==> src/hw/rtl/crcgc_pkg.sv <==
package crcgc_pkg;

	localparam int MAX_DEGREE = 32;
	localparam int DEG_W      = $clog2(MAX_DEGREE + 1);
	localparam int IDX_W      = (MAX_DEGREE > 1) ? $clog2(MAX_DEGREE) : 1;
	localparam int Q_DEPTH    = 4;
	localparam int QPTR_W     = $clog2(Q_DEPTH);
	localparam int QCNT_W     = $clog2(Q_DEPTH + 1);
	localparam int CFG_IDX_W  = 2;
	localparam int CFG_DATA_W = 32;

	localparam logic [CFG_IDX_W-1:0] REG_POLY   = 2'd0;
	localparam logic [CFG_IDX_W-1:0] REG_DEGREE = 2'd1;
	localparam logic [CFG_IDX_W-1:0] REG_MODE   = 2'd2;

	typedef struct packed {
		logic data_bit;
		logic last_bit;
	} in_item_t;

	typedef struct packed {
		logic out_bit;
		logic is_check_bit;
		logic out_last;
		logic error_flag;
	} out_item_t;

	typedef enum logic [1:0] {
		CMD_ECHO,
		CMD_DUMP,
		CMD_CHECK
	} cmd_t;

	// one queued job for the back end
	typedef struct packed {
		cmd_t                  cmd;
		logic                  bit_val;
		logic [MAX_DEGREE-1:0] rem;
		logic [DEG_W-1:0]      deg;
	} job_t;

	typedef struct packed {
		logic full;
		logic empty;
	} q_status_t;

	typedef enum logic {
		BK_IDLE,
		BK_DUMP
	} bk_state_t;

	// degree 0 acts as 1, above the maximum saturates
	function automatic logic [DEG_W-1:0] eff_deg(input logic [DEG_W-1:0] d);
		logic [DEG_W-1:0] r;
		r = d;
		if (d == '0)
			r = DEG_W'(1);
		else if (d > DEG_W'(MAX_DEGREE))
			r = DEG_W'(MAX_DEGREE);
		return r;
	endfunction

	function automatic logic [MAX_DEGREE-1:0] deg_mask(input logic [DEG_W-1:0] d);
		logic [MAX_DEGREE-1:0] m;
		for (int i = 0; i < MAX_DEGREE; i++)
			m[i] = (DEG_W'(i) < d);
		return m;
	endfunction

endpackage

==> src/hw/rtl/crcgc_front.sv <==
module crcgc_front (
	input  logic                           clk,
	input  logic                           arst_n,
	input  logic                           item_valid,
	output logic                           item_stall,
	input  crcgc_pkg::in_item_t            item,
	input  logic                           cfg_we,
	input  logic [crcgc_pkg::CFG_IDX_W-1:0]  cfg_index,
	input  logic [crcgc_pkg::CFG_DATA_W-1:0] cfg_data,
	input  crcgc_pkg::q_status_t           q_status,
	output logic                           push,
	output crcgc_pkg::job_t                push_job
);
	import crcgc_pkg::*;

	logic [MAX_DEGREE-1:0] poly_q;
	logic [DEG_W-1:0]      degree_q;
	logic                  mode_q;
	logic [MAX_DEGREE-1:0] rem_q;

	logic [DEG_W-1:0]      d;
	logic [IDX_W-1:0]      msb_idx;
	logic [MAX_DEGREE-1:0] mask;
	logic [MAX_DEGREE-1:0] rem;
	logic [MAX_DEGREE-1:0] rem_nxt;
	logic                  fb;
	logic                  accept;

	always_ff @(posedge clk or negedge arst_n) begin
		if (!arst_n) begin
			poly_q   <= MAX_DEGREE'(3);
			degree_q <= DEG_W'(3);
			mode_q   <= 1'b0;
		end else if (cfg_we) begin
			unique case (cfg_index)
				REG_POLY:   poly_q   <= cfg_data[MAX_DEGREE-1:0];
				REG_DEGREE: degree_q <= cfg_data[DEG_W-1:0];
				REG_MODE:   mode_q   <= cfg_data[0];
				default:    ;
			endcase
		end
	end

	assign item_stall = q_status.full;
	assign accept     = item_valid && !q_status.full;

	always_comb begin
		d       = eff_deg(degree_q);
		msb_idx = IDX_W'(d - DEG_W'(1));
		mask    = deg_mask(d);
		rem     = rem_q & mask;
		fb      = rem[msb_idx] ^ item.data_bit;
		rem_nxt = (rem << 1) & mask;
		if (fb)
			rem_nxt = rem_nxt ^ (poly_q & mask);
	end

	always_ff @(posedge clk or negedge arst_n) begin
		if (!arst_n) begin
			rem_q <= '0;
		end else if (accept) begin
			rem_q <= item.last_bit ? '0 : rem_nxt;
		end
	end

	// check mode only reports at the end of the codeword
	always_comb begin
		push_job.bit_val = item.data_bit;
		push_job.rem     = rem_nxt;
		push_job.deg     = d;
		push_job.cmd     = CMD_ECHO;
		push             = 1'b0;
		if (mode_q) begin
			push_job.cmd     = CMD_CHECK;
			push_job.bit_val = (rem_nxt != '0);
			push             = accept && item.last_bit;
		end else begin
			push_job.cmd = item.last_bit ? CMD_DUMP : CMD_ECHO;
			push         = accept;
		end
	end

endmodule

==> src/hw/rtl/crcgc_queue.sv <==
module crcgc_queue (
	input  logic                 clk,
	input  logic                 arst_n,
	input  logic                 push,
	input  crcgc_pkg::job_t      push_job,
	input  logic                 pop,
	output crcgc_pkg::job_t      head,
	output crcgc_pkg::q_status_t status
);
	import crcgc_pkg::*;

	job_t              entry_q [Q_DEPTH];
	logic [QPTR_W-1:0] wr_ptr_q;
	logic [QPTR_W-1:0] rd_ptr_q;
	logic [QCNT_W-1:0] count_q;
	logic              do_push;
	logic              do_pop;

	assign status.full  = (count_q == QCNT_W'(Q_DEPTH));
	assign status.empty = (count_q == '0);
	assign do_push      = push && !status.full;
	assign do_pop       = pop && !status.empty;
	assign head         = entry_q[rd_ptr_q];

	always_ff @(posedge clk) begin
		if (do_push)
			entry_q[wr_ptr_q] <= push_job;
	end

	always_ff @(posedge clk or negedge arst_n) begin
		if (!arst_n) begin
			wr_ptr_q <= '0;
			rd_ptr_q <= '0;
			count_q  <= '0;
		end else begin
			if (do_push)
				wr_ptr_q <= wr_ptr_q + QPTR_W'(1);
			if (do_pop)
				rd_ptr_q <= rd_ptr_q + QPTR_W'(1);
			if (do_push && !do_pop)
				count_q <= count_q + QCNT_W'(1);
			else if (do_pop && !do_push)
				count_q <= count_q - QCNT_W'(1);
		end
	end

endmodule

==> src/hw/rtl/crcgc_back.sv <==
module crcgc_back (
	input  logic                 clk,
	input  logic                 arst_n,
	input  crcgc_pkg::job_t      head,
	input  crcgc_pkg::q_status_t q_status,
	output logic                 pop,
	output logic                 result_valid,
	input  logic                 result_stall,
	output crcgc_pkg::out_item_t result
);
	import crcgc_pkg::*;

	bk_state_t             state_q;
	bk_state_t             state_nxt;
	logic [MAX_DEGREE-1:0] rem_q;
	logic [DEG_W-1:0]      cnt_q;
	logic                  out_valid_q;
	out_item_t             out_q;

	logic                  adv;
	logic                  emit;
	out_item_t             out_nxt;
	logic [IDX_W-1:0]      bit_idx;

	assign adv          = !out_valid_q || !result_stall;
	assign bit_idx      = IDX_W'(cnt_q - DEG_W'(1));
	assign result_valid = out_valid_q;
	assign result       = out_q;

	always_comb begin
		state_nxt = state_q;
		unique case (state_q)
			BK_IDLE: begin
				if (adv && !q_status.empty && head.cmd == CMD_DUMP)
					state_nxt = BK_DUMP;
			end
			BK_DUMP: begin
				if (adv && cnt_q == DEG_W'(1))
					state_nxt = BK_IDLE;
			end
			default: state_nxt = BK_IDLE;
		endcase
	end

	always_comb begin
		pop     = 1'b0;
		emit    = 1'b0;
		out_nxt = '0;
		unique case (state_q)
			BK_IDLE: begin
				pop  = adv && !q_status.empty;
				emit = !q_status.empty;
				unique case (head.cmd)
					CMD_CHECK: begin
						out_nxt.out_last   = 1'b1;
						out_nxt.error_flag = head.bit_val;
					end
					default: out_nxt.out_bit = head.bit_val;
				endcase
			end
			BK_DUMP: begin
				emit                 = 1'b1;
				out_nxt.out_bit      = rem_q[bit_idx];
				out_nxt.is_check_bit = 1'b1;
				out_nxt.out_last     = (cnt_q == DEG_W'(1));
			end
			default: ;
		endcase
	end

	always_ff @(posedge clk or negedge arst_n) begin
		if (!arst_n) begin
			state_q     <= BK_IDLE;
			out_valid_q <= 1'b0;
			cnt_q       <= '0;
		end else begin
			state_q <= state_nxt;
			if (adv)
				out_valid_q <= emit;
			if (pop && head.cmd == CMD_DUMP)
				cnt_q <= head.deg;
			else if (state_q == BK_DUMP && adv)
				cnt_q <= cnt_q - DEG_W'(1);
		end
	end

	always_ff @(posedge clk) begin
		if (adv)
			out_q <= out_nxt;
		if (pop && head.cmd == CMD_DUMP)
			rem_q <= head.rem;
	end

endmodule

==> src/hw/rtl/crc_generate_and_check.sv <==
// Bit-serial CRC generator and checker with a programmable generator polynomial of degree
// 1 to 32 (implicit leading one). One bit request is taken per clock while item_stall is low; the remainder
// update in the front end is a single shift and conditional xor, so a plain message streams at one bit per
// cycle with one echoed result per cycle while neither stall is raised. In generate mode the last bit is
// followed by poly_degree check bits, MSB first, which the back end shifts out one per cycle while
// result_stall is low, so a message of N bits yields N + poly_degree results; a four-entry job queue
// between front and back lets new bits arrive while check bits drain, after which item_stall rises until
// it has room. In check mode only the last codeword bit yields a result, carrying error_flag. Configuration
// takes effect at once and should be written between messages; no clearing pass after reset.
module crc_generate_and_check (
	input  logic                             clk,
	input  logic                             arst_n,
	input  logic                             item_valid,
	output logic                             item_stall,
	input  crcgc_pkg::in_item_t              item,
	output logic                             result_valid,
	input  logic                             result_stall,
	output crcgc_pkg::out_item_t             result,
	input  logic                             cfg_we,
	input  logic [crcgc_pkg::CFG_IDX_W-1:0]  cfg_index,
	input  logic [crcgc_pkg::CFG_DATA_W-1:0] cfg_data
);
	import crcgc_pkg::*;

	q_status_t q_status;
	logic      push;
	job_t      push_job;
	logic      pop;
	job_t      head;

	crcgc_front u_front (
		.clk        (clk),
		.arst_n     (arst_n),
		.item_valid (item_valid),
		.item_stall (item_stall),
		.item       (item),
		.cfg_we     (cfg_we),
		.cfg_index  (cfg_index),
		.cfg_data   (cfg_data),
		.q_status   (q_status),
		.push       (push),
		.push_job   (push_job)
	);

	crcgc_queue u_queue (
		.clk      (clk),
		.arst_n   (arst_n),
		.push     (push),
		.push_job (push_job),
		.pop      (pop),
		.head     (head),
		.status   (q_status)
	);

	crcgc_back u_back (
		.clk          (clk),
		.arst_n       (arst_n),
		.head         (head),
		.q_status     (q_status),
		.pop          (pop),
		.result_valid (result_valid),
		.result_stall (result_stall),
		.result       (result)
	);

endmodule

==> config.mk <==
export PLATFORM = sky130hd
export DESIGN_NAME = crc_generate_and_check
export DESIGN_NICKNAME = d
export VERILOG_FILES = /design/src/hw/rtl/crcgc_pkg.sv /design/src/hw/rtl/crcgc_front.sv /design/src/hw/rtl/crcgc_queue.sv /design/src/hw/rtl/crcgc_back.sv /design/src/hw/rtl/crc_generate_and_check.sv
export SDC_FILE = /design/constraint.sdc
export NUM_CORES = 1
export LEC_CHECK = 0
export ABC_AREA = 1
export BUFFER_PORTS_ARGS = -buffer_cell sky130_fd_sc_hd__buf_4
export CORE_MARGIN = 4
export CORE_UTILIZATION = 60
export DETAILED_ROUTE_END_ITERATION = 8
export PLACE_DENSITY_LB_ADDON = 0.2
export REMOVE_ABC_BUFFERS = 1
export SYNTH_ARGS = -nofsm -noshare
export SYNTH_HDL_FRONTEND = slang
export SYNTH_SLANG_ARGS = --single-unit
export TNS_END_PERCENT = 50
==> constraint.sdc <==
create_clock -name clk -period 6.66 [get_ports clk]
set_input_delay 0.666 -clock clk [delete_from_list [all_inputs] [get_ports clk]]
set_output_delay 0.666 -clock clk [all_outputs]
set_load 0.05 [all_outputs]
==> qor.csv, run 1 <==
stage,metric,value,unit
cells_and_area,antenna cells,0,
clocking,Clock H-tree levels,1,
sta,max-slew violation count,0,
floorplan,Total Die Area,0.0243,mm^2
sta,count of final setup violators,0,
setup_path,worst endpoint data arrival time,5.35,ns
setup_path,slack of the worst reg-to-reg path,1.64,ns
route,Remaining DRCs,0,
clocking,CTS-repair resized insts,0,
setup_path,startpoint type of the worst setup path,flip-flop,
setup_path,largest fanout of any net on the critical path,33,
cells_and_area,"leading cell type in the layout, fill and taps excluded",sky130_fd_sc_hd__nand2_1,
yosys,number of synthesized flops with an enable pin,200,
global_route,grt total ovfl,0,
sta,portion of the clock cycle consumed by the worst path in the final layout,75.4,%
route,detailed-routed wire length on met2,14400,um
sta,worst max-slew margin expressed relative to the limit,37.3,%
sta,largest clock skew in the final design,0.0178,ns
clocking,Root Buffer,sky130_fd_sc_hd__clkbuf_16,
global_route,number of antenna violations at the first check in global routing,0,
clocking,clock tree buffer depth,3,
global_route,via count of the first global-routing pass,9215,
yosys,synthesis warning total,0,
sta,final count of hold timing violations,0,
sta,unrepaired setup endpoints after global routing,false,
clocking,clock insertion delay at the later pin of the skew report,0.55,ns
clocking,Clock transition at path regs,0.07,ns
yosys,Synth Register Bits,286,
setup_path,most repeated library cell on the critical path,sky130_fd_sc_hd__nor2_1,
placement,number of input and output port buffers inserted,46,
sta,setup TNS after final layout,0,ns
sta,max frequency,0.199,GHz
placement,final estimated routing congestion in global placement,0.951,
yosys,dominant cell type by area after synthesis,sky130_fd_sc_hd__edfxtp_1,
setup_path,required time reported for the critical path endpoint,6.99,ns
cells_and_area,area of all sequential standard cells,0.00817,mm^2
route,length of the first detailed-routing pass in iterations,6,
status,run status,"complete, no violations",
yosys,proportion of netlist area held by the largest area contributor,45.8,%
yosys,netlist area before placement,0.0131,mm^2
floorplan,Core Rows,53,
clocking,Post-CTS Repair Setup Buffers,0,
setup_path,Crit Path Category,reg -> reg,
cells_and_area,ratio of cells with drive above 1 in the final layout,11.9,%
route,Detail Route Antenna Nets,0,
clocking,clock tree sinks,286,
global_route,first-pass GRT wire length,49600,um
setup_path,Slowest cell on crit path,sky130_fd_sc_hd__nor2_2,
power,Worst VDD drop,0.249,mV
yosys,part of the Yosys area used for sequential elements,62.3,%
setup_path,critical-path cell list,nor2_2 -> a21oi_2 -> nor2_2 -> ha_1 -> inv_1 -> nand4_1 -> nand3_1 -> nor2_1 -> nor2_1 -> nor2_1 -> nand2_1 -> nand3_1 -> nand3_1 -> nand2_1 -> nand2_2 -> nand2_4 -> nand2_1 -> nand2_1 -> nor2_1 -> nand2_1 -> nor2_1 -> nand2_1 -> nor2_1 -> nor2_1,
route,Highest Signal Layer,met4,
route,Total Routed Length,31100,um
placement,sum of net half-perimeters after detailed placement,19700,um
cells_and_area,area grow syn2layout,12.3,%
power,Cell Pwr Density,458,mW/mm^2
route,routed vias,9567,
yosys,count of mapped cells out of synthesis,1291,
route,Routed met1 length,13500,um
route,number of violations reported at the end of detailed-routing iteration 0,864,
yosys,main flop type after synthesis,sky130_fd_sc_hd__edfxtp_1,
hold_path,worst min path class,in -> reg,
clocking,CTS tree,built,
clocking,hold buffer count at cts,1,
yosys,average instance area after synthesis,10.2,um^2
setup_path,maximum cell stage delay along the critical path,0.67,ns
sta,min Tclk post-route,5.02,ns
cells_and_area,fillcell total,1533,
clocking,clock buffers created by TritonCTS,29,
global_route,largest net degree at the start of global routing,86,
power,Overall Power,0.00673,W
yosys,number of unique standard cell types used by synthesis,43,
setup_path,sort of element at the end of the critical path,flip-flop,
cells_and_area,"leading cell types in the layout, fill and taps excluded","205 x sky130_fd_sc_hd__nand2_1, 200 x sky130_fd_sc_hd__edfxtp_1, 192 x sky130_fd_sc_hd__nor2_1, 144 x sky130_fd_sc_hd__o21ai_0, 97 x sky130_fd_sc_hd__nand3_1",
floorplan,overall die width,156,um
setup_path,count of buffer and inverter cells on the critical path,1,
route,Met3 Wirelength,2320,um
floorplan,Die Y,156,um
setup_path,CP top delay family,simple AND/OR/NAND/NOR gates,
floorplan,Initial Util,61.6,%
floorplan,IO Pins,47,
power,Leak,5.91,nW
cells_and_area,number of nets in the layout,1370,
yosys,Post-synth ARST share,30.1,%
flow_run,maximum capacitance violations,0,
global_route,total routing usage reported by global routing,25.9,%
route,vias per inst,5.92,
route,routed length per instance,19.2,um
sta,Worst-Margin Slew,0.941,ns
cells_and_area,combined area of the multi-input logic cells,0.00432,mm^2
yosys,ranking of synthesized cells by area,"sky130_fd_sc_hd__edfxtp_1 46%, sky130_fd_sc_hd__dfrtp_1 16%, sky130_fd_sc_hd__nand2_1 5.9%, sky130_fd_sc_hd__nor2_1 5.6%, sky130_fd_sc_hd__o21ai_0 5.5%",
floorplan,Core Region,0.0213,mm^2
[worst register-to-register path, stage by stage, from the launching register on]
cell,delay (ns)
sky130_fd_sc_hd__dfrtp_1,0.48
sky130_fd_sc_hd__nor2_2,0.18
sky130_fd_sc_hd__a21oi_2,0.09
sky130_fd_sc_hd__nor2_2,0.67
sky130_fd_sc_hd__ha_1,0.49
sky130_fd_sc_hd__inv_1,0.13
sky130_fd_sc_hd__nand4_1,0.16
sky130_fd_sc_hd__nand3_1,0.16
sky130_fd_sc_hd__nor2_1,0.13
sky130_fd_sc_hd__nor2_1,0.07
sky130_fd_sc_hd__nor2_1,0.08
sky130_fd_sc_hd__nand2_1,0.06
sky130_fd_sc_hd__nand3_1,0.06
sky130_fd_sc_hd__nand3_1,0.11
sky130_fd_sc_hd__nand2_1,0.11
sky130_fd_sc_hd__nand2_2,0.38
sky130_fd_sc_hd__nand2_4,0.49
sky130_fd_sc_hd__nand2_1,0.10
sky130_fd_sc_hd__nand2_1,0.23
sky130_fd_sc_hd__nor2_1,0.09
sky130_fd_sc_hd__nand2_1,0.07
sky130_fd_sc_hd__nor2_1,0.04
sky130_fd_sc_hd__nand2_1,0.09
sky130_fd_sc_hd__nor2_1,0.07
sky130_fd_sc_hd__nor2_1,0.25
[cell families after synthesis]
logic type,synth area share (%)
AO/OA/AOI/OAI,10.2
XOR/XNOR,2.34
adder cells (fa/ha/maj),0.916
buffers and inverters,5.09
flip-flops,62.3
multiplexers,2.10
AND/OR/NAND/NOR,17.1
[flip-flops by register name, indices dropped and copies added, names as in the netlist]
register and flops:
u_queue.wr_ptr_q 2, u_front.mode_q 1, u_queue.count_q 3, u_front.rem_q 32
u_queue.entry_q 164, u_back.rem_q 32, u_front.degree_q 6, u_back.cnt_q 6
u_back.result 4, u_back.result_valid 1, u_front.poly_q 32, u_queue.rd_ptr_q 2
u_back.state_q 1
[cell usage after synthesis, types with 2 or more instances]
cell / n
sky130_fd_sc_hd__nand3_1: 97
sky130_fd_sc_hd__o21ai_1: 5
sky130_fd_sc_hd__dfrtp_1: 82
sky130_fd_sc_hd__o221ai_1: 7
sky130_fd_sc_hd__buf_6: 6
sky130_fd_sc_hd__nand4_1: 10
sky130_fd_sc_hd__o21ai_0: 144
sky130_fd_sc_hd__ha_1: 8
sky130_fd_sc_hd__clkbuf_1: 44
sky130_fd_sc_hd__inv_2: 4
sky130_fd_sc_hd__o22ai_1: 39
sky130_fd_sc_hd__xor2_1: 20
sky130_fd_sc_hd__mux2_2: 20
sky130_fd_sc_hd__nand2_1: 206
sky130_fd_sc_hd__a21oi_1: 25
sky130_fd_sc_hd__nand3b_1: 3
sky130_fd_sc_hd__buf_4: 2
sky130_fd_sc_hd__nor3_1: 10
sky130_fd_sc_hd__nand2_2: 5
sky130_fd_sc_hd__a221o_1: 2
sky130_fd_sc_hd__nor2_4: 3
sky130_fd_sc_hd__a31oi_1: 2
sky130_fd_sc_hd__edfxtp_1: 200
sky130_fd_sc_hd__mux2i_1: 5
sky130_fd_sc_hd__nor2_2: 2
sky130_fd_sc_hd__dfstp_2: 4
sky130_fd_sc_hd__nor2_1: 197
sky130_fd_sc_hd__a21oi_2: 2
sky130_fd_sc_hd__inv_1: 93
sky130_fd_sc_hd__o211ai_1: 6
sky130_fd_sc_hd__clkinv_1: 2
sky130_fd_sc_hd__o32ai_1: 3
sky130_fd_sc_hd__xnor2_1: 15
sky130_fd_sc_hd__buf_2: 8
sky130_fd_sc_hd__buf_1: 2
[layout make-up]
cell class	count	area share, %
inverter	99	2.53
timing repair buffer	60	3.08
tap	275	2.34
sequential	286	55.5
clock buffer	34	5.13
clock inverter	19	2.06
multi-input combinational	844	29.4
[metrics by stage]
stage	cells	cell area, um^2	setup slack [ns]	hold slack (ns)	utilization, %
2_1_floorplan	1229	12800	1.64	0.370	-
3_3_place_gp	1563	13600	1.93	0.496	64.1
3_5_place_dp	1563	13600	1.83	0.497	64.1
4_1_cts	1617	14700	1.72	0.331	69.1
5_1_grt	1617	14700	1.13	0.337	69.1
6_report	1617	14700	1.64	0.349	69.1
[routing by layer]
layer  vias to the layer above  track usage [%]
met5                         -                0
met4                         0             8.25
met3                        82             3.36
met2                       408             40.9
met1                      4581             38.1
li1                       4496                -
[worst paths after layout]
kind	from	to	depth (start not counted)
min in group asynchronous	arst_n	u_back.cnt_q[4]$_DFFE_PN0P_	2
worst min register to register	u_front.poly_q[0]$_DFFE_PN1P_	u_front.poly_q[0]$_DFFE_PN1P_	2
worst min-delay path	cfg_data[31]	u_front.poly_q[31]$_DFFE_PN0P_	2
max in group asynchronous	arst_n	u_front.poly_q[9]$_DFFE_PN0P_	3
worst max-delay path	u_front.degree_q[2]$_DFFE_PN0P_	u_queue.entry_q[1][38]$_DFFE_PP_	24
worst max register to register	u_front.degree_q[2]$_DFFE_PN0P_	u_queue.entry_q[1][38]$_DFFE_PP_	24
[power by group]
group	switching, W	total [W]	internal (W)	leakage [nW]
clock network	0.000669	0.00179	0.00112	0.518
logic	0.00156	0.00222	0.000652	2.46
registers	0.000240	0.00273	0.00249	2.93
total	0.00247	0.00673	0.00426	5.91
Note: power is estimated with default switching activity, not from simulation.
==> run 2: changes to the inputs <==
Settings changed: ABC_AREA 1 to 0, CORE_UTILIZATION 60 to 56.
Clock period 6.66 ns to 4.5 ns, I/O delays scaled along.
==> run 2 against run 1 <==
  * Synthesized cell count decreased by 30%
  * Die area increased by 7.4%
  * Cell count decreased by 18%
  * First-iteration DRC count decreased by 21%
  * Area after synthesis increased by 0.63%
  * Sequential power increased by 50%
  * Clock power increased by 35%
  * Critical endpoint is now u_queue.entry_q[0][38]$_DFFE_PP_
  * Register-to-register slack got worse by 1.6 ns
  * Maximum frequency increased by 14%
==> qor.csv, run 2 <==
stage,metric,value,unit,change
cells_and_area,"leading cell type in the layout, fill and taps excluded",sky130_fd_sc_hd__edfxtp_1,,
cells_and_area,area grow syn2layout,16.1,%,
cells_and_area,antenna cells,0,,unchanged
sta,portion of the clock cycle consumed by the worst path in the final layout,98.1,%,+23 points
global_route,total routing usage reported by global routing,23.1,%,-2.8 points
setup_path,slack of the worst reg-to-reg path,0.09,ns,-1.55 ns
yosys,dominant cell type by area after synthesis,sky130_fd_sc_hd__edfxtp_1,,
yosys,synthesis warning total,0,,unchanged
yosys,most common cell in the netlist,sky130_fd_sc_hd__edfxtp_1,,
cells_and_area,fillcell total,1602,,+4.5%
yosys,Synth Register Bits,286,,unchanged
clocking,Root Buffer,sky130_fd_sc_hd__clkbuf_16,,
power,Worst VDD drop,0.399,mV,+60%
route,Detail Route Antenna Nets,0,,unchanged
global_route,first-pass GRT wire length,47000,um,-5.2%
power,Leak,5.81,nW,-1.6%
floorplan,IO Pins,47,,unchanged
sta,min Tclk post-route,4.41,ns,-0.608 ns
floorplan,Core Rows,55,,+3.8%
sta,max-slew violation count,0,,unchanged
setup_path,sort of element at the end of the critical path,flip-flop,,
yosys,number of unique standard cell types used by synthesis,77,,+79%
clocking,CTS tree,built,,
yosys,part of the Yosys area used for sequential elements,61.9,%,-0.39 points
yosys,main flop type after synthesis,sky130_fd_sc_hd__edfxtp_1,,
clocking,clock insertion delay at the later pin of the skew report,0.54,ns,about the same
setup_path,Crit Path Category,reg -> reg,,
placement,final estimated routing congestion in global placement,0.940,,-1.2%
power,Overall Power,0.0102,W,+51%
sta,setup TNS after final layout,0,ns,unchanged
global_route,via count of the first global-routing pass,8310,,-9.8%
cells_and_area,"leading cell types in the layout, fill and taps excluded","200 x sky130_fd_sc_hd__edfxtp_1, 103 x sky130_fd_sc_hd__buf_4, 85 x sky130_fd_sc_hd__nand2_1, 80 x sky130_fd_sc_hd__dfrtp_1, 53 x sky130_fd_sc_hd__mux2i_1",,
sta,worst max-slew margin expressed relative to the limit,49.3,%,+12 points
route,routed length per instance,22.8,um,+18%
sta,Worst-Margin Slew,0.761,ns,-0.181 ns
status,run status,"complete, no violations",,
route,number of violations reported at the end of detailed-routing iteration 0,683,,-21%
setup_path,startpoint type of the worst setup path,flip-flop,,
cells_and_area,post-route core utilization,66.8,%,-2.3 points
floorplan,Total Die Area,0.0261,mm^2,+7.4%
yosys,Post-synth top cells,"200 x sky130_fd_sc_hd__edfxtp_1, 85 x sky130_fd_sc_hd__nand2_1, 82 x sky130_fd_sc_hd__dfrtp_1",,
cells_and_area,ratio of cells with drive above 1 in the final layout,28.1,%,+16 points
yosys,average instance area after synthesis,14.5,um^2,+43%
setup_path,worst endpoint data arrival time,4.67,ns,-0.68 ns
hold_path,Hold EP,u_front.poly_q[16]$_DFFE_PN0P_,,
setup_path,CP top delay family,compound AO/OA/AOI/OAI gates,,
placement,sum of net half-perimeters after detailed placement,19300,um,-1.8%
sta,setup ws final,0.0869,ns,-1.55 ns
setup_path,largest fanout of any net on the critical path,14,,-58%
floorplan,Die Y,161,um,+3.6%
hold_path,HP Start,cfg_data[16],,
setup_path,Slowest cell on crit path,sky130_fd_sc_hd__dfstp_2,,
yosys,ranking of synthesized cells by area,"sky130_fd_sc_hd__edfxtp_1 46%, sky130_fd_sc_hd__dfrtp_1 16%, sky130_fd_sc_hd__mux4_2 8.7%, sky130_fd_sc_hd__mux2i_1 4.2%, sky130_fd_sc_hd__mux2_2 3.7%",,
sta,count of final setup violators,0,,unchanged
flow_run,maximum capacitance violations,0,,unchanged
route,routed vias,8146,,-15%
global_route,grt total ovfl,0,,unchanged
floorplan,Initial Util,57.6,%,-4.0 points
placement,Setup Slack @ Placement,0.0854,ns,-1.74 ns
yosys,proportion of netlist area held by the largest area contributor,45.5,%,-0.29 points
clocking,clock buffers created by TritonCTS,28,,-3.4%
global_route,number of antenna violations at the first check in global routing,0,,unchanged
route,length of the first detailed-routing pass in iterations,5,,-1
sta,largest clock skew in the final design,0.0249,ns,+0.00710 ns
global_route,largest net degree at the start of global routing,67,,-22%
yosys,Post-synth ARST share,30.1,%,unchanged
placement,number of input and output port buffers inserted,46,,unchanged
floorplan,Core Region,0.0229,mm^2,+7.7%
clocking,Clock H-tree levels,1,,unchanged
setup_path,required time reported for the critical path endpoint,4.75,ns,-2.24 ns
hold_path,worst min path class,in -> reg,,
route,vias per inst,6.13,,+3.6%
sta,max frequency,0.227,GHz,+14%
route,Remaining DRCs,0,,unchanged
cells_and_area,register with the most flip-flops,u_queue.entry_q,,
hold_path,hold-critical path depth,2,,unchanged
cells_and_area,number of nets in the layout,1044,,-24%
setup_path,logic depth of the worst register-to-register path,15,,-38%
setup_path,critical-path cell list,buf_6 -> nor2b_1 -> ha_4 -> a21o_1 -> a31oi_2 -> a221oi_2 -> a2111oi_4 -> a211oi_4 -> a41oi_4 -> buf_12 -> mux2i_1 -> mux2_2 -> nor4_2 -> nand4_1 -> o32a_1,,
yosys,netlist area before placement,0.0132,mm^2,+0.63%
setup_path,maximum cell stage delay along the critical path,0.57,ns,-0.10 ns
clocking,Clock transition at path regs,0.07,ns,about the same
setup_path,count of buffer and inverter cells on the critical path,2,,+1
clocking,clock tree sinks,286,,unchanged
yosys,number of synthesized flops with an enable pin,200,,unchanged
power,Cell Pwr Density,663,mW/mm^2,+45%
setup_path,worst flop-to-flop path startpoint,u_front.degree_q[1]$_DFFE_PN1P_,,
sta,final count of hold timing violations,0,,unchanged
route,Total Routed Length,30300,um,-2.6%
clocking,clock tree buffer depth,3,,unchanged
cells_and_area,Largest register FFs,164,,unchanged
yosys,count of mapped cells out of synthesis,910,,-30%
setup_path,worst reg2reg path endpoint,u_queue.entry_q[0][38]$_DFFE_PP_,,
floorplan,overall die width,161,um,+3.6%
[run 2: metal layers]
layer,vias up,GRT usage [%],wire length [um]
li1,3651,-,-
met1,4153,32.5,12900
met2,271,38.1,14700
met3,71,3.27,1660
met4,0,6.90,987
met5,-,0,0
[run 2: worst register-to-register path, stage by stage, from the launching register on]
cell                        delay, ns
sky130_fd_sc_hd__dfstp_2         0.57
sky130_fd_sc_hd__buf_6           0.17
sky130_fd_sc_hd__nor2b_1         0.29
sky130_fd_sc_hd__ha_4            0.28
sky130_fd_sc_hd__a21o_1          0.17
sky130_fd_sc_hd__a31oi_2         0.17
sky130_fd_sc_hd__a221oi_2        0.10
sky130_fd_sc_hd__a2111oi_4       0.36
sky130_fd_sc_hd__a211oi_4        0.08
sky130_fd_sc_hd__a41oi_4         0.34
sky130_fd_sc_hd__buf_12          0.20
sky130_fd_sc_hd__mux2i_1         0.20
sky130_fd_sc_hd__mux2_2          0.41
sky130_fd_sc_hd__nor4_2          0.24
sky130_fd_sc_hd__nand4_1         0.14
sky130_fd_sc_hd__o32a_1          0.42
[run 2: final cells by class]
class	count	area, um^2	share of cell area (%)
clock buffers	42	835	5.45
clock inverters	10	139	0.907
inverters	17	63.8	0.417
multi-input cells	550	4800	31.4
flip-flops and latches	286	8170	53.3
well taps	313	392	2.56
repair buffers	111	916	5.98
[run 2: worst max-delay path by stage]
stage	start	end	depth (start not counted)
after global routing	u_front.degree_q[1]$_DFFE_PN1P_	u_queue.entry_q[3][38]$_DFFE_PP_	15
after CTS	u_front.degree_q[5]$_DFFE_PN0P_	u_queue.entry_q[0][38]$_DFFE_PP_	16
after floorplan	u_front.degree_q[5]$_DFFE_PN0P_	u_queue.entry_q[0][38]$_DFFE_PP_	15
after global placement	u_front.degree_q[1]$_DFFE_PN1P_	u_queue.entry_q[0][38]$_DFFE_PP_	16
final	u_front.degree_q[1]$_DFFE_PN1P_	u_queue.entry_q[0][38]$_DFFE_PP_	15
after detailed placement	u_front.degree_q[5]$_DFFE_PN0P_	u_queue.entry_q[2][38]$_DFFE_PP_	16
[run 2: cell families after synthesis]
group,after synthesis,synth area share [%]
adders and majority gates,9,0.911
buffers and inverters,74,2.44
xor gates and xnor gates,14,0.930
DFF,286,61.9
AOI/OAI and AO/OA,133,7.77
and+or+nand+nor,244,9.41
muxes,150,16.7
[run 2: where the power goes]
group | switching (W) | internal (W) | leakage, nW
clock network | 0.000963 | 0.00146 | 0.476
logic | 0.00197 | 0.00168 | 2.42
registers | 0.000389 | 0.00370 | 2.92
total | 0.00332 | 0.00684 | 5.81
[run 2: per-stage QoR]
stage               area, um^2  instances  hold slack (ns)
floorplan                12900        853            0.154
global placement         14200       1272            0.472
detailed placement       14200       1272            0.484
CTS                      15100       1325            0.119
global route             15300       1329            0.116
finish                   15300       1329            0.135
[run 2: what timing repair did]
item,in CTS,in global routing
hold endpoints to repair,46,0
setup buffers,0,2
resized for setup,0,17
hold buffers,1,0
endpoints found under the setup margin,0,4
==> run 3: changes to the inputs <==
Settings changed: MAX_ROUTING_LAYER set to met4.
==> run 3 against run 2 <==
  * Clock skew is 0.0049 ns lower
  * Flip-flop and latch count stayed put
  * Count of clock-buffer cells in the layout is 5 lower
  * Non-clock buffer count is 3 higher
  * Maximum frequency is 1.1% higher
  * Power is 0.42% lower
  * Global-route usage is 0.69 points higher
  * Combinational power hardly changed
  * Critical path type unchanged
  * Largest power group unchanged
  * Highest routed layer unchanged
==> qor.csv, run 3 (same netlist as run 2, synthesis figures left out) <==
stage,metric,value,unit,change
power,switching share of total power,32.8,%,+0.12 points
placement,final estimated routing congestion in global placement,0.958,,+1.8%
power,Cell Pwr Density,662,mW/mm^2,-0.14%
clocking,clock tree sinks,286,,unchanged
cells_and_area,area grow syn2layout,15.7,%,
flow_run,maximum capacitance violations,0,,unchanged
setup_path,sort of element at the end of the critical path,flip-flop,,
power,cell-internal power,0.00680,W,-0.60%
global_route,largest net degree at the start of global routing,67,,unchanged
sta,min Tclk post-route,4.37,ns,-0.0461 ns
clocking,Clock H-tree levels,1,,unchanged
route,Total Routed Length,29900,um,-1.2%
setup_path,startpoint type of the worst setup path,flip-flop,,
floorplan,Total Die Area,0.0261,mm^2,unchanged
cells_and_area,antenna cells,0,,unchanged
power,Leak,5.82,nW,+0.12%
hold_path,HP Start,cfg_data[14],,
sta,setup TNS after final layout,0,ns,unchanged
global_route,first-pass GRT wire length,46900,um,-0.29%
setup_path,Crit Path Category,reg -> reg,,
clocking,Root Buffer,sky130_fd_sc_hd__clkbuf_16,,
global_route,number of antenna violations at the first check in global routing,0,,unchanged
floorplan,IO Pins,47,,unchanged
sta,max frequency,0.229,GHz,+1.1%
cells_and_area,number of nets in the layout,1048,,+0.38%
placement,number of input and output port buffers inserted,46,,unchanged
hold_path,worst min path class,in -> reg,,
clocking,CTS tree,built,,
cells_and_area,Largest register FFs,164,,unchanged
power,switching component of the power,0.00332,W,about the same
setup_path,required time reported for the critical path endpoint,4.76,ns,about the same
placement,Setup Slack @ Placement,0.0142,ns,-0.0711 ns
cells_and_area,register with the most flip-flops,u_queue.entry_q,,
sta,final count of hold timing violations,0,,unchanged
route,vias per inst,6.08,,-0.73%
clocking,Clock transition at path regs,0.06,ns,about the same
cells_and_area,ratio of cells with drive above 1 in the final layout,27.9,%,-0.24 points
route,routed length per instance,22.4,um,-1.6%
route,routed vias,8117,,-0.36%
cells_and_area,"leading cell types in the layout, fill and taps excluded","200 x sky130_fd_sc_hd__edfxtp_1, 108 x sky130_fd_sc_hd__buf_4, 85 x sky130_fd_sc_hd__nand2_1, 81 x sky130_fd_sc_hd__dfrtp_1, 54 x sky130_fd_sc_hd__mux2i_1",,
floorplan,Initial Util,57.6,%,unchanged
power,portion of total power attributed to the clock network,23.9,%,about the same
cells_and_area,"leading cell type in the layout, fill and taps excluded",sky130_fd_sc_hd__edfxtp_1,,
route,Detail Route Antenna Nets,0,,unchanged
global_route,total routing usage reported by global routing,23.8,%,+0.69 points
floorplan,Core Rows,55,,unchanged
floorplan,Core Region,0.0229,mm^2,unchanged
sta,largest clock skew in the final design,0.0199,ns,-0.00492 ns
sta,worst max-slew margin expressed relative to the limit,53.5,%,+4.2 points
power,Worst VDD drop,0.386,mV,-3.3%
clocking,clock insertion delay at the later pin of the skew report,0.55,ns,about the same
clocking,clock tree buffer depth,3,,unchanged
power,share of power burned in combinational logic,35.8,%,about the same
sta,portion of the clock cycle consumed by the worst path in the final layout,97.0,%,-1.0 points
sta,Worst-Margin Slew,0.698,ns,-0.0628 ns
placement,sum of net half-perimeters after detailed placement,19400,um,+0.55%
sta,count of final setup violators,0,,unchanged
route,number of violations reported at the end of detailed-routing iteration 0,724,,+6.0%
floorplan,overall die width,161,um,unchanged
setup_path,worst flop-to-flop path startpoint,u_front.degree_q[1]$_DFFE_PN1P_,,
route,Remaining DRCs,0,,unchanged
setup_path,worst endpoint data arrival time,4.63,ns,-0.04 ns
setup_path,largest fanout of any net on the critical path,13,,-1
sta,max-slew violation count,0,,unchanged
setup_path,Critical Path Source,u_front.degree_q[1]$_DFFE_PN1P_,,
status,run status,"complete, no violations",,
sta,setup ws final,0.133,ns,+0.0461 ns
global_route,via count of the first global-routing pass,8074,,-2.8%
floorplan,Die Y,161,um,unchanged
power,sequential share of power,40.3,%,about the same
clocking,clock buffers created by TritonCTS,29,,+3.6%
cells_and_area,post-route core utilization,66.6,%,-0.19 points
route,length of the first detailed-routing pass in iterations,5,,unchanged
global_route,grt total ovfl,0,,unchanged
-- run 3: cell types whose count changed in the layout (fill, tap and decap cells not counted), moves of 2 or more --
cell / previous run / this run
sky130_fd_sc_hd__clkinv_2: 3 / 6
sky130_fd_sc_hd__clkbuf_16: 31 / 29
sky130_fd_sc_hd__buf_4: 103 / 108
sky130_fd_sc_hd__buf_6: 2 / 0
sky130_fd_sc_hd__clkbuf_1: 7 / 5
sky130_fd_sc_hd__clkbuf_8: 6 / 3
sky130_fd_sc_hd__a221oi_2: 2 / 0
sky130_fd_sc_hd__nor4_1: 3 / 5
sky130_fd_sc_hd__clkinv_4: 1 / 3
sky130_fd_sc_hd__a221oi_1: 1 / 3
-- run 3: critical path: stages, from the launching register on --
cell	delay (ns)
sky130_fd_sc_hd__dfstp_2	0.56
sky130_fd_sc_hd__nor4_2	0.06
sky130_fd_sc_hd__o21ai_2	0.15
sky130_fd_sc_hd__inv_2	0.05
sky130_fd_sc_hd__ha_2	0.40
sky130_fd_sc_hd__inv_1	0.13
sky130_fd_sc_hd__a221oi_1	0.22
sky130_fd_sc_hd__a221oi_1	0.17
sky130_fd_sc_hd__a2111oi_4	0.27
sky130_fd_sc_hd__a211oi_4	0.07
sky130_fd_sc_hd__a41oi_4	0.25
sky130_fd_sc_hd__buf_12	0.21
sky130_fd_sc_hd__mux2i_2	0.25
sky130_fd_sc_hd__mux2_4	0.36
sky130_fd_sc_hd__nor4_2	0.32
sky130_fd_sc_hd__nand4_1	0.15
sky130_fd_sc_hd__o32a_1	0.44
-- run 3: timing repair --
item	CTS	global route
setup endpoints to repair	3	4
pin swaps	0	1
gates resized for setup	0	6
endpoints found under the hold margin	46	0
buffers inserted	0	6
hold buffers	1	0
gates cloned	1	0
-- run 3: final timing paths --
path                                               endpoint  slack [ns]  depth (start not counted)
hold reg to reg              u_queue.count_q[2]$_DFFE_PN0P_        0.49                          1
setup reg to reg           u_queue.entry_q[0][38]$_DFFE_PP_        0.13                         16
setup / recovery           u_queue.entry_q[0][38]$_DFFE_PP_        0.13                         16
max in group asynchronous   u_front.degree_q[0]$_DFFE_PN1P_        2.98                          3
hold / removal               u_front.poly_q[14]$_DFFE_PN0P_        0.13                          2
min in group asynchronous    u_queue.count_q[2]$_DFFE_PN0P_        0.49                          2
-- run 3: power by group through the flow --
stage	clock, W	sequential [W]	combinational (W)
floorplan	0	0.00419	0.00212
global placement	0	0.00409	0.00342
detailed placement	0	0.00411	0.00347
CTS	0.00246	0.00408	0.00356
global route	0.00258	0.00414	0.00390
finish	0.00242	0.00407	0.00362
-- run 3: through the flow --
| step | instances | power (W) | instance area [um^2] | hold slack [ns] |
|---|---|---|---|---|
| 2_1_floorplan | 853 | 0.00631 | 12900 | 0.154 |
| 3_3_place_gp | 1272 | 0.00751 | 14200 | 0.472 |
| 3_5_place_dp | 1272 | 0.00758 | 14200 | 0.479 |
| 4_1_cts | 1328 | 0.0101 | 15200 | 0.114 |
| 5_1_grt | 1334 | 0.0106 | 15300 | 0.112 |
| 6_report | 1334 | 0.0101 | 15300 | 0.135 |
-- run 3: final cells by class --
type	instances	area (um^2)
flip-flops and latches	286	8160
fillers	1613	7650
multi-input cells	550	4750
repair buffers	114	933
clock buffers	37	786
well taps	313	392
clock inverters	17	183
inverters	17	63.8
-- run 3: metal layers --
| layer | GRT usage [%] | wire length (um) |
|---|---|---|
| met5 | - | 0 |
| met3 | 3.01 | 1710 |
| met1 | 33.7 | 13100 |
| met2 | 37.2 | 14300 |
| met4 | 6.32 | 827 |
